### config.mk
export PLATFORM = sky130hd
export DESIGN_NAME = i2c_master_byte_sequencer_top
export DESIGN_NICKNAME = d
export VERILOG_FILES = /design/src/rtl/core/i2cm_pkg.sv /design/src/rtl/core/i2cm_in_stage.sv /design/src/rtl/core/i2cm_engine.sv /design/src/rtl/core/i2c_master_byte_sequencer_top.sv
export SDC_FILE = /design/constraint.sdc
export NUM_CORES = 1
export LEC_CHECK = 0
export BUFFER_PORTS_ARGS = -buffer_cell sky130_fd_sc_hd__buf_2
export CAP_MARGIN = 20
export CORE_MARGIN = 3
export CORE_UTILIZATION = 35
export DETAILED_ROUTE_END_ITERATION = 8
export GPL_ROUTABILITY_DRIVEN = 0
export MAX_ROUTING_LAYER = met4
export PLACE_DENSITY = 0.65
export SYNTH_ARGS = -nofsm -noshare
export SYNTH_HDL_FRONTEND = slang
export SYNTH_HIERARCHICAL = 1
export SYNTH_SLANG_ARGS = --single-unit
### constraint.sdc
create_clock -name clk -period 6.57 [get_ports clk]
set_input_delay 0.657 -clock clk [delete_from_list [all_inputs] [get_ports clk]]
set_output_delay 0.657 -clock clk [all_outputs]
set_load 0.005 [all_outputs]
### src/rtl/core/i2cm_pkg.sv
package i2cm_pkg;

    // command codes carried on the input tuser
    localparam logic [2:0] FUNC_TICK  = 3'd0;
    localparam logic [2:0] FUNC_START = 3'd1;
    localparam logic [2:0] FUNC_STOP  = 3'd2;
    localparam logic [2:0] FUNC_WRITE = 3'd3;
    localparam logic [2:0] FUNC_READ  = 3'd4;

    // active_command value when no sequence runs
    localparam logic [2:0] CMD_IDLE = 3'd0;

    // last phase index of each sequence
    localparam logic [4:0] LAST_START = 5'd2;
    localparam logic [4:0] LAST_STOP  = 5'd1;
    localparam logic [4:0] LAST_WRITE = 5'd25;
    localparam logic [4:0] LAST_READ  = 5'd19;

    // read byte: data bits in phases 0..15, ack bit 16..18
    localparam logic [4:0] RD_ACK_PHASE   = 5'd16;
    localparam logic [4:0] RD_ACK_SCL_LOW = 5'd17;
    localparam logic [4:0] RD_ACK_TAIL    = 5'd18;
    // write byte: data bits in phases 0..23, ack sample in 24
    localparam logic [4:0] WR_ACK_PHASE   = 5'd24;

    localparam int unsigned BYTE_W = 8;

    // phase within a written bit (phase index mod 3)
    localparam logic [1:0] WR_SUB [32] = '{
        2'd0, 2'd1, 2'd2, 2'd0, 2'd1, 2'd2, 2'd0, 2'd1,
        2'd2, 2'd0, 2'd1, 2'd2, 2'd0, 2'd1, 2'd2, 2'd0,
        2'd1, 2'd2, 2'd0, 2'd1, 2'd2, 2'd0, 2'd1, 2'd2,
        2'd0, 2'd1, 2'd2, 2'd0, 2'd1, 2'd2, 2'd0, 2'd1
    };
    localparam logic [1:0] SUB_DRIVE = 2'd0;
    localparam logic [1:0] SUB_SCL   = 2'd1;
    localparam logic [1:0] SUB_TAIL  = 2'd2;

    // APB register map (word index = paddr[2])
    localparam logic REG_DELAY_TICKS = 1'b0;

    typedef struct packed {
        logic [2:0]        func;
        logic [BYTE_W-1:0] write_byte;
        logic              ack_after_read;
        logic              sda_in;
    } i2cm_item_t;

    typedef struct packed {
        logic              rejected;
        logic              ack_bit;
        logic [BYTE_W-1:0] read_data;
        logic              done_res;
        logic              busy_res;
        logic              sda_drive_low;
        logic              scl_drive_low;
    } i2cm_res_t;

endpackage

### src/rtl/core/i2cm_in_stage.sv
module i2cm_in_stage
(
    input  logic                clk,
    input  logic                rst_n,
    input  logic                in_valid,
    output logic                in_ready,
    input  i2cm_pkg::i2cm_item_t in_item,
    output logic                item_valid,
    input  logic                item_take,
    output i2cm_pkg::i2cm_item_t item
);
    import i2cm_pkg::*;

    logic       valid_reg;
    logic       valid_next;
    i2cm_item_t item_reg;

    assign in_ready   = !valid_reg || item_take;
    assign valid_next = (in_valid && in_ready) || (valid_reg && !item_take);

    always_ff @(posedge clk or negedge rst_n)
    begin
        if (!rst_n)
            valid_reg <= 1'b0;
        else
            valid_reg <= valid_next;
    end

    always_ff @(posedge clk)
    begin
        if (in_valid && in_ready)
            item_reg <= in_item;
    end

    assign item_valid = valid_reg;
    assign item       = item_reg;

endmodule

### src/rtl/core/i2cm_engine.sv
module i2cm_engine #(
    parameter int unsigned DELAY_WIDTH = 16
)
(
    input  logic                   clk,
    input  logic                   rst_n,
    input  logic [DELAY_WIDTH-1:0] delay_ticks,
    input  logic                   item_valid,
    output logic                   item_take,
    input  i2cm_pkg::i2cm_item_t   item,
    output logic                   res_valid,
    input  logic                   res_ready,
    output i2cm_pkg::i2cm_res_t    res
);
    import i2cm_pkg::*;

    logic                   scl_reg, scl_next;
    logic                   sda_reg, sda_next;
    logic [2:0]             cmd_reg, cmd_next;
    logic [4:0]             phase_reg, phase_next;
    logic [DELAY_WIDTH-1:0] dcount_reg, dcount_next;
    logic [BYTE_W-1:0]      shift_reg, shift_next;
    logic                   ack_reg, ack_next;
    logic                   res_valid_reg, res_valid_next;
    i2cm_res_t              res_reg, res_next;

    logic [DELAY_WIDTH-1:0] reload;
    logic [DELAY_WIDTH-1:0] dcount_dec;
    logic [4:0]             last_phase;
    logic                   busy;
    logic                   adv;

    // drive levels set at the beginning of phase p; returns {scl, sda}
    function automatic logic [1:0] begin_drive(
        input logic [2:0]        cmd,
        input logic [4:0]        p,
        input logic [BYTE_W-1:0] sh,
        input logic              ack,
        input logic              scl_in,
        input logic              sda_in
    );
        logic scl_o;
        logic sda_o;
        logic bitv;
        scl_o = scl_in;
        sda_o = sda_in;
        bitv  = sh[BYTE_W-1];
        case (cmd)
            FUNC_START:
            begin
                if (p == 5'd0)
                begin
                    scl_o = 1'b0;
                    sda_o = 1'b0;
                end
                else if (p == 5'd1)
                    sda_o = 1'b1;
                else
                    scl_o = 1'b1;
            end
            FUNC_STOP:
            begin
                if (p == 5'd0)
                    scl_o = 1'b0;
                else
                    sda_o = 1'b0;
            end
            FUNC_WRITE:
            begin
                if (p < WR_ACK_PHASE)
                begin
                    case (WR_SUB[p])
                        SUB_DRIVE:
                        begin
                            sda_o = ~bitv;
                            scl_o = 1'b0;
                        end
                        SUB_SCL:
                            scl_o = 1'b1;
                        default:
                        begin
                            // a 1 bit pulls SDA low again once SCL is low
                            if (bitv)
                                sda_o = 1'b1;
                        end
                    endcase
                end
                else if (p == WR_ACK_PHASE)
                begin
                    sda_o = 1'b0;
                    scl_o = 1'b0;
                end
                else
                    scl_o = 1'b1;
            end
            default:
            begin
                if (p < RD_ACK_PHASE)
                begin
                    if (!p[0])
                    begin
                        sda_o = 1'b0;
                        scl_o = 1'b0;
                    end
                    else
                        scl_o = 1'b1;
                end
                else if (p == RD_ACK_PHASE)
                begin
                    sda_o = ack;
                    scl_o = 1'b0;
                end
                else if (p == RD_ACK_SCL_LOW)
                    scl_o = 1'b1;
                else if (p == RD_ACK_TAIL)
                begin
                    if (!ack)
                        sda_o = 1'b1;
                end
            end
        endcase
        return {scl_o, sda_o};
    endfunction

    assign busy       = (cmd_reg != CMD_IDLE);
    assign reload     = (delay_ticks == '0) ? DELAY_WIDTH'(1) : delay_ticks;
    assign dcount_dec = (dcount_reg != '0) ? dcount_reg - DELAY_WIDTH'(1) : dcount_reg;
    assign adv        = item_valid && (!res_valid_reg || res_ready);
    assign item_take  = adv;

    always_comb
    begin
        case (cmd_reg)
            FUNC_START: last_phase = LAST_START;
            FUNC_STOP:  last_phase = LAST_STOP;
            FUNC_WRITE: last_phase = LAST_WRITE;
            default:    last_phase = LAST_READ;
        endcase
    end

    always_comb
    begin
        scl_next    = scl_reg;
        sda_next    = sda_reg;
        cmd_next    = cmd_reg;
        phase_next  = phase_reg;
        dcount_next = dcount_reg;
        shift_next  = shift_reg;
        ack_next    = ack_reg;
        res_next    = '0;

        if (item.func inside {[FUNC_START:FUNC_READ]})
        begin
            if (busy)
                res_next.rejected = 1'b1;
            else
            begin
                cmd_next   = item.func;
                phase_next = 5'd0;
                if (item.func == FUNC_WRITE)
                    shift_next = item.write_byte;
                else if (item.func == FUNC_READ)
                begin
                    shift_next = '0;
                    ack_next   = item.ack_after_read;
                end
                {scl_next, sda_next} = begin_drive(item.func, 5'd0, shift_next, ack_next,
                                                   scl_reg, sda_reg);
                dcount_next = reload;
            end
        end
        else if (item.func == FUNC_TICK && busy)
        begin
            dcount_next = dcount_dec;
            if (dcount_dec == '0)
            begin
                // end-of-phase sampling and shifting
                if (cmd_reg == FUNC_WRITE)
                begin
                    if (phase_reg < WR_ACK_PHASE && WR_SUB[phase_reg] == SUB_TAIL)
                        shift_next = {shift_reg[BYTE_W-2:0], 1'b0};
                    else if (phase_reg == WR_ACK_PHASE)
                        ack_next = item.sda_in;
                end
                else if (cmd_reg == FUNC_READ)
                begin
                    if (phase_reg < RD_ACK_PHASE && !phase_reg[0])
                        shift_next = {shift_reg[BYTE_W-2:0], item.sda_in};
                end

                if (phase_reg >= last_phase)
                begin
                    res_next.done_res = 1'b1;
                    if (cmd_reg == FUNC_READ)
                        res_next.read_data = shift_next;
                    if (cmd_reg == FUNC_WRITE)
                        res_next.ack_bit = ack_next;
                    cmd_next   = CMD_IDLE;
                    phase_next = 5'd0;
                end
                else
                begin
                    phase_next = phase_reg + 5'd1;
                    {scl_next, sda_next} = begin_drive(cmd_reg, phase_next, shift_next,
                                                       ack_next, scl_reg, sda_reg);
                    dcount_next = reload;
                end
            end
        end

        res_next.scl_drive_low = scl_next;
        res_next.sda_drive_low = sda_next;
        res_next.busy_res      = (cmd_next != CMD_IDLE);
    end

    assign res_valid_next = adv || (res_valid_reg && !res_ready);

    always_ff @(posedge clk or negedge rst_n)
    begin
        if (!rst_n)
        begin
            scl_reg       <= 1'b0;
            sda_reg       <= 1'b0;
            cmd_reg       <= CMD_IDLE;
            phase_reg     <= 5'd0;
            dcount_reg    <= '0;
            shift_reg     <= '0;
            ack_reg       <= 1'b0;
            res_valid_reg <= 1'b0;
        end
        else
        begin
            res_valid_reg <= res_valid_next;
            if (adv)
            begin
                scl_reg    <= scl_next;
                sda_reg    <= sda_next;
                cmd_reg    <= cmd_next;
                phase_reg  <= phase_next;
                dcount_reg <= dcount_next;
                shift_reg  <= shift_next;
                ack_reg    <= ack_next;
            end
        end
    end

    always_ff @(posedge clk)
    begin
        if (adv)
            res_reg <= res_next;
    end

    assign res_valid = res_valid_reg;
    assign res       = res_reg;

`ifndef SYNTHESIS
    a_idle_phase_zero: assert property (@(posedge clk) disable iff (!rst_n)
        (cmd_reg == CMD_IDLE) |-> (phase_reg == 5'd0))
        else $error("phase index nonzero while idle");

    a_busy_count_live: assert property (@(posedge clk) disable iff (!rst_n)
        busy |-> (dcount_reg != '0))
        else $error("delay counter empty while a sequence runs");

    a_done_not_rejected: assert property (@(posedge clk) disable iff (!rst_n)
        res_valid_reg |-> !(res_reg.done_res && (res_reg.rejected || res_reg.busy_res)))
        else $error("done result flagged busy or rejected");

    a_done_ends_busy: assert property (@(posedge clk) disable iff (!rst_n)
        (adv && res_next.done_res) |=> (cmd_reg == CMD_IDLE))
        else $error("sequence still active after done");

    a_hold_on_stall: assert property (@(posedge clk) disable iff (!rst_n)
        (res_valid_reg && !res_ready) |=> $stable(cmd_reg) && $stable(phase_reg))
        else $error("state advanced while the result was stalled");
`endif

endmodule

### src/rtl/core/i2c_master_byte_sequencer_top.sv
// Channel   Dir  Handshake          Payload
// s_axis    in   s_tvalid/s_tready  request: func, byte to send, ack choice, sampled SDA
// m_axis    out  m_tvalid/m_tready  drives, busy, done, read byte, ack bit, rejected
// apb       in   psel/penable       delay_ticks at byte address 0
//
// One request per clock sustained while m_tready stays high; a result passes through
// the input register, then the phase/drive update into the result register.
// Reset releases both lines, ends any sequence, sets delay_ticks to 100.
// A stalled m_axis holds the result; the input register takes one more request,
// then s_tready drops until the result is taken.
module i2c_master_byte_sequencer_top #(
    parameter int unsigned DELAY_WIDTH = 16
)
(
    input  logic        clk,
    input  logic        rst_n,
    input  logic        s_tvalid,
    output logic        s_tready,
    input  logic [15:0] s_tdata,   // write_byte[7:0], ack_after_read[8], sda_in[9], zero[15:10]
    input  logic [2:0]  s_tuser,   // func[2:0]
    output logic        m_tvalid,
    input  logic        m_tready,
    output logic [15:0] m_tdata,   // scl_drive_low[0], sda_drive_low[1], busy_res[2],
                                   // done_res[3], read_data[11:4], ack_bit[12],
                                   // rejected[13], zero[15:14]
    input  logic        psel,
    input  logic        penable,
    input  logic        pwrite,
    input  logic [2:0]  paddr,
    input  logic [31:0] pwdata,
    output logic [31:0] prdata,
    output logic        pready
);
    import i2cm_pkg::*;

    logic [DELAY_WIDTH-1:0] delay_reg;
    logic [DELAY_WIDTH-1:0] delay_next;
    logic                   cfg_write;
    i2cm_item_t             in_item;
    i2cm_item_t             item;
    logic                   item_valid;
    logic                   item_take;
    i2cm_res_t              res;

    assign pready     = 1'b1;
    assign cfg_write  = psel && penable && pwrite && pready && (paddr[2] == REG_DELAY_TICKS);
    assign delay_next = DELAY_WIDTH'(pwdata[15:0]);
    assign prdata     = (paddr[2] == REG_DELAY_TICKS) ? 32'(delay_reg) : 32'd0;

    always_ff @(posedge clk or negedge rst_n)
    begin
        if (!rst_n)
            delay_reg <= DELAY_WIDTH'(16'd100);
        else if (cfg_write)
            delay_reg <= delay_next;
    end

    assign in_item.func           = s_tuser;
    assign in_item.write_byte     = s_tdata[7:0];
    assign in_item.ack_after_read = s_tdata[8];
    assign in_item.sda_in         = s_tdata[9];

    i2cm_in_stage u_in_stage
    (
        .clk        (clk),
        .rst_n      (rst_n),
        .in_valid   (s_tvalid),
        .in_ready   (s_tready),
        .in_item    (in_item),
        .item_valid (item_valid),
        .item_take  (item_take),
        .item       (item)
    );

    i2cm_engine #(
        .DELAY_WIDTH (DELAY_WIDTH)
    ) u_engine
    (
        .clk         (clk),
        .rst_n       (rst_n),
        .delay_ticks (delay_reg),
        .item_valid  (item_valid),
        .item_take   (item_take),
        .item        (item),
        .res_valid   (m_tvalid),
        .res_ready   (m_tready),
        .res         (res)
    );

    assign m_tdata = {2'b00, res.rejected, res.ack_bit, res.read_data, res.done_res,
                      res.busy_res, res.sda_drive_low, res.scl_drive_low};

endmodule

After elaboration in Yosys (flattened, before gate mapping)
Memories as Yosys holds them, arrays and structs flattened. Index checks and enable logic that the tools add are counted.

Add/sub/neg operators: 2. $mul: 0. Div/mod/pow operators: 0. Order comparisons: 9. Equal/unequal tests: 19. Shift operators: 0. Muxes and demuxes: 88. Bitwise operators: 10. Reductions and logical operators: 37.

Operators by type and width (number): 16-bit two-way mux (8); 8-bit two-way mux (15); 1-bit two-way mux (45); 16-bit logical NOT (2); 5-bit equality test, second input constant (5); 5-bit two-way mux (5); 5-bit less-than comparator, second input constant (4); 16-bit nonzero test (1); 16-bit by 1-bit subtractor with 16-bit output, second input constant (1); 3-bit two-way mux (5); 5-bit one-hot mux with 3 select lines (1); 3-bit by 2-bit equality test with 1-bit output, second input constant (4); 6-bit greater-or-equal comparator, second input constant (2); 5-bit NOT with 6-bit output (2); 1-bit logical AND (11); 5-bit OR reduction (2); 2-bit two-way mux (4); 1-bit NOT (8); 3-bit equality test, second input constant (2); 2-bit inequality test, second input constant (3); 1-bit one-hot mux with 2 select lines (3); 1-bit one-hot mux with 3 select lines (2); 6-bit AND reduction (1); 3-bit nonzero test (2); 19 further kinds (27).

Bits in registers: 80. Latch bits: 0. Memory bits (writable): 0. ROM bits: 128. Output and inout bits: 51. Word-level logic and storage cells: 189. Memories kept: 2.

Memory list: (name not given) (words 32, bits a word 2, read ports 1, clocked after memory_dff 0, wr ports 0, RTL line i2cm_engine.sv:180) `if (phase_reg < WR_ACK_PHASE && WR_SUB[phase_reg] == SUB_TAIL)`; (name not given) (words 32, bits a word 2, read ports 1, clocked after memory_dff 0, wr ports 0, RTL line i2cm_engine.sv:72) `case (WR_SUB[p])`.

Logic depth before layout (Yosys ltp)
Depth after elaboration: 21. Depth in mapped cells: 13. Depth with buffers taken out: 11.

By module
The synthesis kept the hierarchy.

By module, submodules not included: i2cm_engine (instances 1, cells an instance 483, area each 4040.1 sq um); i2c_master_byte_sequencer_top (instances 1, cells an instance 72, area each 918.4 sq um); i2cm_in_stage (instances 1, cells an instance 17, area each 444.2 sq um).

Worst setup path before layout
Ideal clock, no wire load.

Path kind: register -> register. From: reg u_engine.dcount_reg[0]. To: reg u_engine.shift_reg[1]. Setup time: 124 ps. Arrival: 3103 ps. Path slack: 3343 ps. Stages on the path, launching flop included: 13. Period minus slack after synthesis: 3227 ps. Cells stage by stage: dfrtp_1 > inv_1 > ha_1 > or3b_1 > clkbuf_1 > nor3_2 > mux2i_1 > or4_1 > or4b_4 > o21a_1 > buf_6 > a21o_1 > o2bb2ai_1.

Cells in the longest elaborated chain, start to end: 5. Elaborated cells between the ends (all ways): 6. Classes of those cells: add/sub (1); mux (1); reduce/logical (4).

RTL lines: start, declared (RTL line i2cm_engine.sv:21) `logic [DELAY_WIDTH-1:0] dcount_reg, dcount_next;`; start signal, assigned (RTL line i2cm_engine.sv:240) `dcount_reg <= dcount_next;`; 16-bit by 1-bit subtractor with 16-bit output or 16-bit nonzero test (tied branches) (RTL line i2cm_engine.sv:127) `assign dcount_dec = (dcount_reg != '0) ? dcount_reg - DELAY_WIDTH'(1) : dcount_reg;`; 16-bit two-way mux (*) (RTL line i2cm_engine.sv:127); 16-bit logical NOT (*) (RTL line i2cm_engine.sv:175) `if (dcount_dec == '0)`; 2-bit nonzero test (no line) (*); 5-bit AND reduction (no line) (*); end signal, assigned (RTL line i2cm_engine.sv:241) `shift_reg <= shift_next;`; end, declared (RTL line i2cm_engine.sv:22) `logic [BYTE_W-1:0] shift_reg, shift_next;`.

Every way passes the cells marked *; elsewhere a longest branch is shown, timed or not. A chain may end at the register's enable or synchronous reset.

Worst setup path after layout
From: reg u_engine.dcount_reg[0]. To: reg u_engine.dcount_reg[6].

Cells in the longest elaborated chain, start to end: 6. Elaborated cells between the ends (all ways): 8. Classes of those cells: add/sub (1); mux (5); reduce/logical (2).

RTL lines: 16-bit by 1-bit subtractor with 16-bit output or 16-bit nonzero test (tied branches) (RTL line i2cm_engine.sv:127); 16-bit two-way mux (*) (RTL line i2cm_engine.sv:127); 16-bit logical NOT or 16-bit two-way mux (tied branches) (RTL line i2cm_engine.sv:175, i2cm_engine.sv:191); 16-bit two-way mux (*) (RTL line i2cm_engine.sv:175); 16-bit two-way mux (*) (RTL line i2cm_engine.sv:172) `else if (item.func == FUNC_TICK && busy)`; 16-bit two-way mux (*) (RTL line i2cm_engine.sv:152) `if (item.func inside {[FUNC_START:FUNC_READ]})`.

Every way passes the cells marked *; elsewhere a longest branch is shown, timed or not. The select of a mux whose other input is x is not followed.

==> results summary <==
TritonCTS built the clock tree. The part of the cycle the worst path needs is 66.18%. STA classifies the critical path startpoint as a flip-flop. The final critical-path required period is 4.348 ns. The library cell used most frequently in the layout, excluding fill and tap cells, is sky130_fd_sc_hd__buf_2. The critical path is of the reg -> reg type. After synthesis the cells add up to 0.005403 mm2. The number of setup buffers added after CTS is 0. The first-pass iteration count of the detailed router came out at 5.

Along the worst path, the maximum fanout reaches 16. The signed area change from the synthesized netlist to the final layout is 11.83%. The number of cells produced by synthesis came out at 572. The setup-violating endpoint count in the final report came out at 0. In the layout the commonest cells are 68 x sky130_fd_sc_hd__buf_2, 50 x sky130_fd_sc_hd__dfrtp_1, 48 x sky130_fd_sc_hd__nor2_1. Synthesis inferred 80 register bits. For this run, the top clock speed supported by timing is 0.2300 GHz.

The antenna violation net count after detailed routing came out at 0. The via count of the routed design is 4610. The effective utilization at floorplan came out at 36.48%.

The number of levels in the clock H-tree is 3. The hold buffer count at CTS came out at 0. At the placement stage, the worst setup path has a slack of 2.331 ns. The number of different library cells used by synthesis comes to 73. For met1 alone, demand over resource in global routing was 22.11%. The count of placed standard cells including taps came out at 790. The root buffer cell chosen for the clock tree is sky130_fd_sc_hd__clkbuf_16. The clock latency at the later pin of the worst-skew pair is 0.34 ns. The mux contribution to synthesized area came out at 7.943%.

The number of clock buffers inserted by TritonCTS is 9. The per-cell routed wire length came out at 16.91 um. The parity-gate share of the synthesized area counting xor and xnor cells came out at 1.783%. The placed wire-length estimate is 9.866 mm. The setup TNS is 0 ns.

The count of cells in the finished layout, fillers not included, comes to 807. Dividing the synthesized area by the synthesized cell count gives 9.445 um2. The clock-pin slew on the worst setup and hold paths is 0.06 ns. In the final layout, the share of cells above drive strength 1 is 20.90%. For the pin with the worst max-slew slack, the measured transition is 0.9933 ns. The initial DRC count is 547. The endpoint required time on the critical path came out at 6.79 ns.

The type of the most critical hold path is in -> async. The height of the die came out at 130.2 um. The final hold violation count came out at 0.

Global routing consumed, on the met3 layer, 3.725% of the routing resources. 112 I/O pins were placed. The logic depth of the worst register-to-register path is 11. In the global route stage, met2 resource usage came out at 26.34%. The maximum ir drop on the vdd rail is 193.6 uV.

The register area share after synthesis came out at 39.62%. The DRC violation count after routing came out at 0. The total of cells resized after clock tree synthesis came out at 0. The global route total overflow came out at 0. Entering global routing, the biggest net connects 54 pins. The largest buffer count on any clock path is 2. Clock tree synthesis found a total of 80 sinks. The tightest hold path in the finished design has a slack of 0.4366 ns. The count of input and output buffers came out at 68.

After synthesis, the largest family of logic cells by area is simple AND/OR/NAND/NOR gates. The fraction of the mapped netlist area in adder cells came out at 2.547%. The total area inside the core boundary comes to 0.01481 mm2. During synthesis, Yosys emitted a total of 6 warnings. The number of global-route vias before repair came to 4476. The number of placement rows came out at 44.

The final number of max-transition violations came out at 0. The number of antenna violations at the first check in global routing came to 1. The leakage power figure came out at 2.556 nW. The final worst slack is 2.222 ns. The post-detailed-route via-to-cell ratio came out at 5.713.

Among all flip-flop cells after synthesis, the most frequent one is sky130_fd_sc_hd__dfrtp_1. The layer flagged by global routing as most heavily used is met2. The worst setup path is captured at a flip-flop. The final cell utilization of the core came out at 40.80%. Summing the areas of all compound-gate instances in the mapped netlist gives 18.48% of the synthesized area. The die is 130.2 um wide. STA puts the critical path data arrival time at 4.57 ns.

The fraction of registers with async set/reset came out at 66.25%. The worst slew margin relative to its limit came out at 33.31%. Power spread over the standard cell area amounts to 370.6 mW/mm2. The run finished with clean final reports.

The number of synthesized flops with an enable pin is 27. The area fraction in and, or, nand and nor cells after synthesis came out at 22.42%. The worst clock skew is 0.007368 ns. The max-cap violation count came out at 0.

Wires add up to 13.65 mm. In the global route stage, overall resource usage came out at 16.87%. The wire length of the first global-routing pass came out at 22.40 mm. The floorplan step defined a die boundary enclosing 0.01696 mm2. The number of nets in the final layout is 689. Setup repair after global routing left no endpoint under its margin.
==> path summary, 6_finish.rpt <==
kind / slack (ns) / from / end
max in group asynchronous: 5.69 / rst_n / u_engine/shift_reg[0]$_DFFE_PN0P_
worst min-delay path: 0.44 / rst_n / delay_reg[4]$_DFFE_PN0P_
worst max-delay path: 2.22 / u_engine/dcount_reg[0]$_DFFE_PN0P_ / u_engine/dcount_reg[6]$_DFFE_PN0P_
min in group clk: 0.50 / s_tdata[4] / u_in_stage/item[6]$_DFFE_PP_
worst min register to register: 0.52 / u_engine/res_valid$_DFF_PN0_ / u_engine/res_valid$_DFF_PN0_
worst max register to register: 2.22 / u_engine/dcount_reg[0]$_DFFE_PN0P_ / u_engine/dcount_reg[6]$_DFFE_PN0P_
==> routing by layer <==
layer | vias to the layer above | share of wire [%]
li1 | 2187 | -
met1 | 2213 | 44
met2 | 191 | 48
met3 | 19 | 7.4
met4 | 0 | 1.3
met5 | - | 0
==> synth_stat cells, drive strengths merged (4+ instances only) <==
| library cell | count | area (um2) |
|---|---|---|
| dfrtp | 50 | 1251 |
| nor2 | 48 | 180.2 |
| nand2 | 36 | 135.1 |
| o21ai | 34 | 173.9 |
| buf | 28 | 220.2 |
| edfxtp | 27 | 810.8 |
| clkbuf | 26 | 97.59 |
| mux2i | 20 | 200.2 |
| a21oi | 19 | 95.09 |
| nand3 | 18 | 90.09 |
| inv | 17 | 63.81 |
| mux2 | 17 | 229.0 |
| nor3 | 17 | 90.09 |
| nor4 | 16 | 121.4 |
| nor2b | 12 | 75.07 |
| o2bb2ai | 12 | 105.1 |
| a21o | 11 | 82.58 |
| ha | 11 | 137.6 |
| xnor2 | 10 | 87.58 |
| a22oi | 9 | 67.56 |
| and3 | 9 | 56.30 |
| nand2b | 9 | 63.81 |
| a31oi | 6 | 37.54 |
| and2 | 6 | 40.04 |
| and2b | 6 | 45.04 |
| nand4 | 6 | 43.79 |
| o31ai | 6 | 45.04 |
| or2 | 6 | 37.54 |
| or3 | 6 | 37.54 |
| nor3b | 5 | 37.54 |
| o221ai | 5 | 43.79 |
| o22ai | 5 | 31.28 |
| or4 | 5 | 41.29 |
| a211o | 4 | 35.03 |
| a32oi | 4 | 35.03 |
| or4b | 4 | 43.79 |
==> worst max-delay path: stages (launching register included) <==
cell and delay (ns):
sky130_fd_sc_hd__dfrtp_1 0.44, sky130_fd_sc_hd__inv_1 0.11, sky130_fd_sc_hd__ha_1 0.25, sky130_fd_sc_hd__nor3b_1 0.39, sky130_fd_sc_hd__nand4_2 0.30, sky130_fd_sc_hd__o21a_1 0.28
sky130_fd_sc_hd__or4_1 0.53, sky130_fd_sc_hd__or4b_4 0.53, sky130_fd_sc_hd__o21ai_2 0.63, sky130_fd_sc_hd__buf_4 0.34, sky130_fd_sc_hd__o21ai_1 0.08, sky130_fd_sc_hd__a211o_1 0.31
==> per-stage QoR <==
step | power (mW) | instance area, um2
after floorplan | 1.498 | 5466
after CTS | 2.234 | 6040
after detailed placement | 1.719 | 5742
after global placement | 1.685 | 5742
final | 2.239 | 6042
after global routing | 2.397 | 6042
==> cell type report <==
| type | instances | area [um2] |
|---|---|---|
| Fill cell | 1441 | 8767 |
| Multi-Input combinational cell | 438 | 2944 |
| Sequential cell | 80 | 2141 |
| Timing Repair Buffer | 71 | 362.8 |
| Tap cell | 184 | 230.2 |
| Clock buffer | 10 | 229.0 |
| Clock inverter | 6 | 68.82 |
| Inverter | 17 | 63.81 |
| Antenna cell | 1 | 2.502 |
==> cell families after synthesis <==
group	after synthesis
DFF	80
other	2
muxes	37
adders and majority gates	11
xor gates and xnor gates	11
buffers and inverters	71
AOI/OAI and AO/OA	144
and+or+nand+nor	216
==> power by group <==
part           internal [mW]  switching, mW
clock network          0.296          0.205
logic                  0.389          0.510
registers              0.636          0.203
No activity file was read; power rests on OpenSTA's default activity.
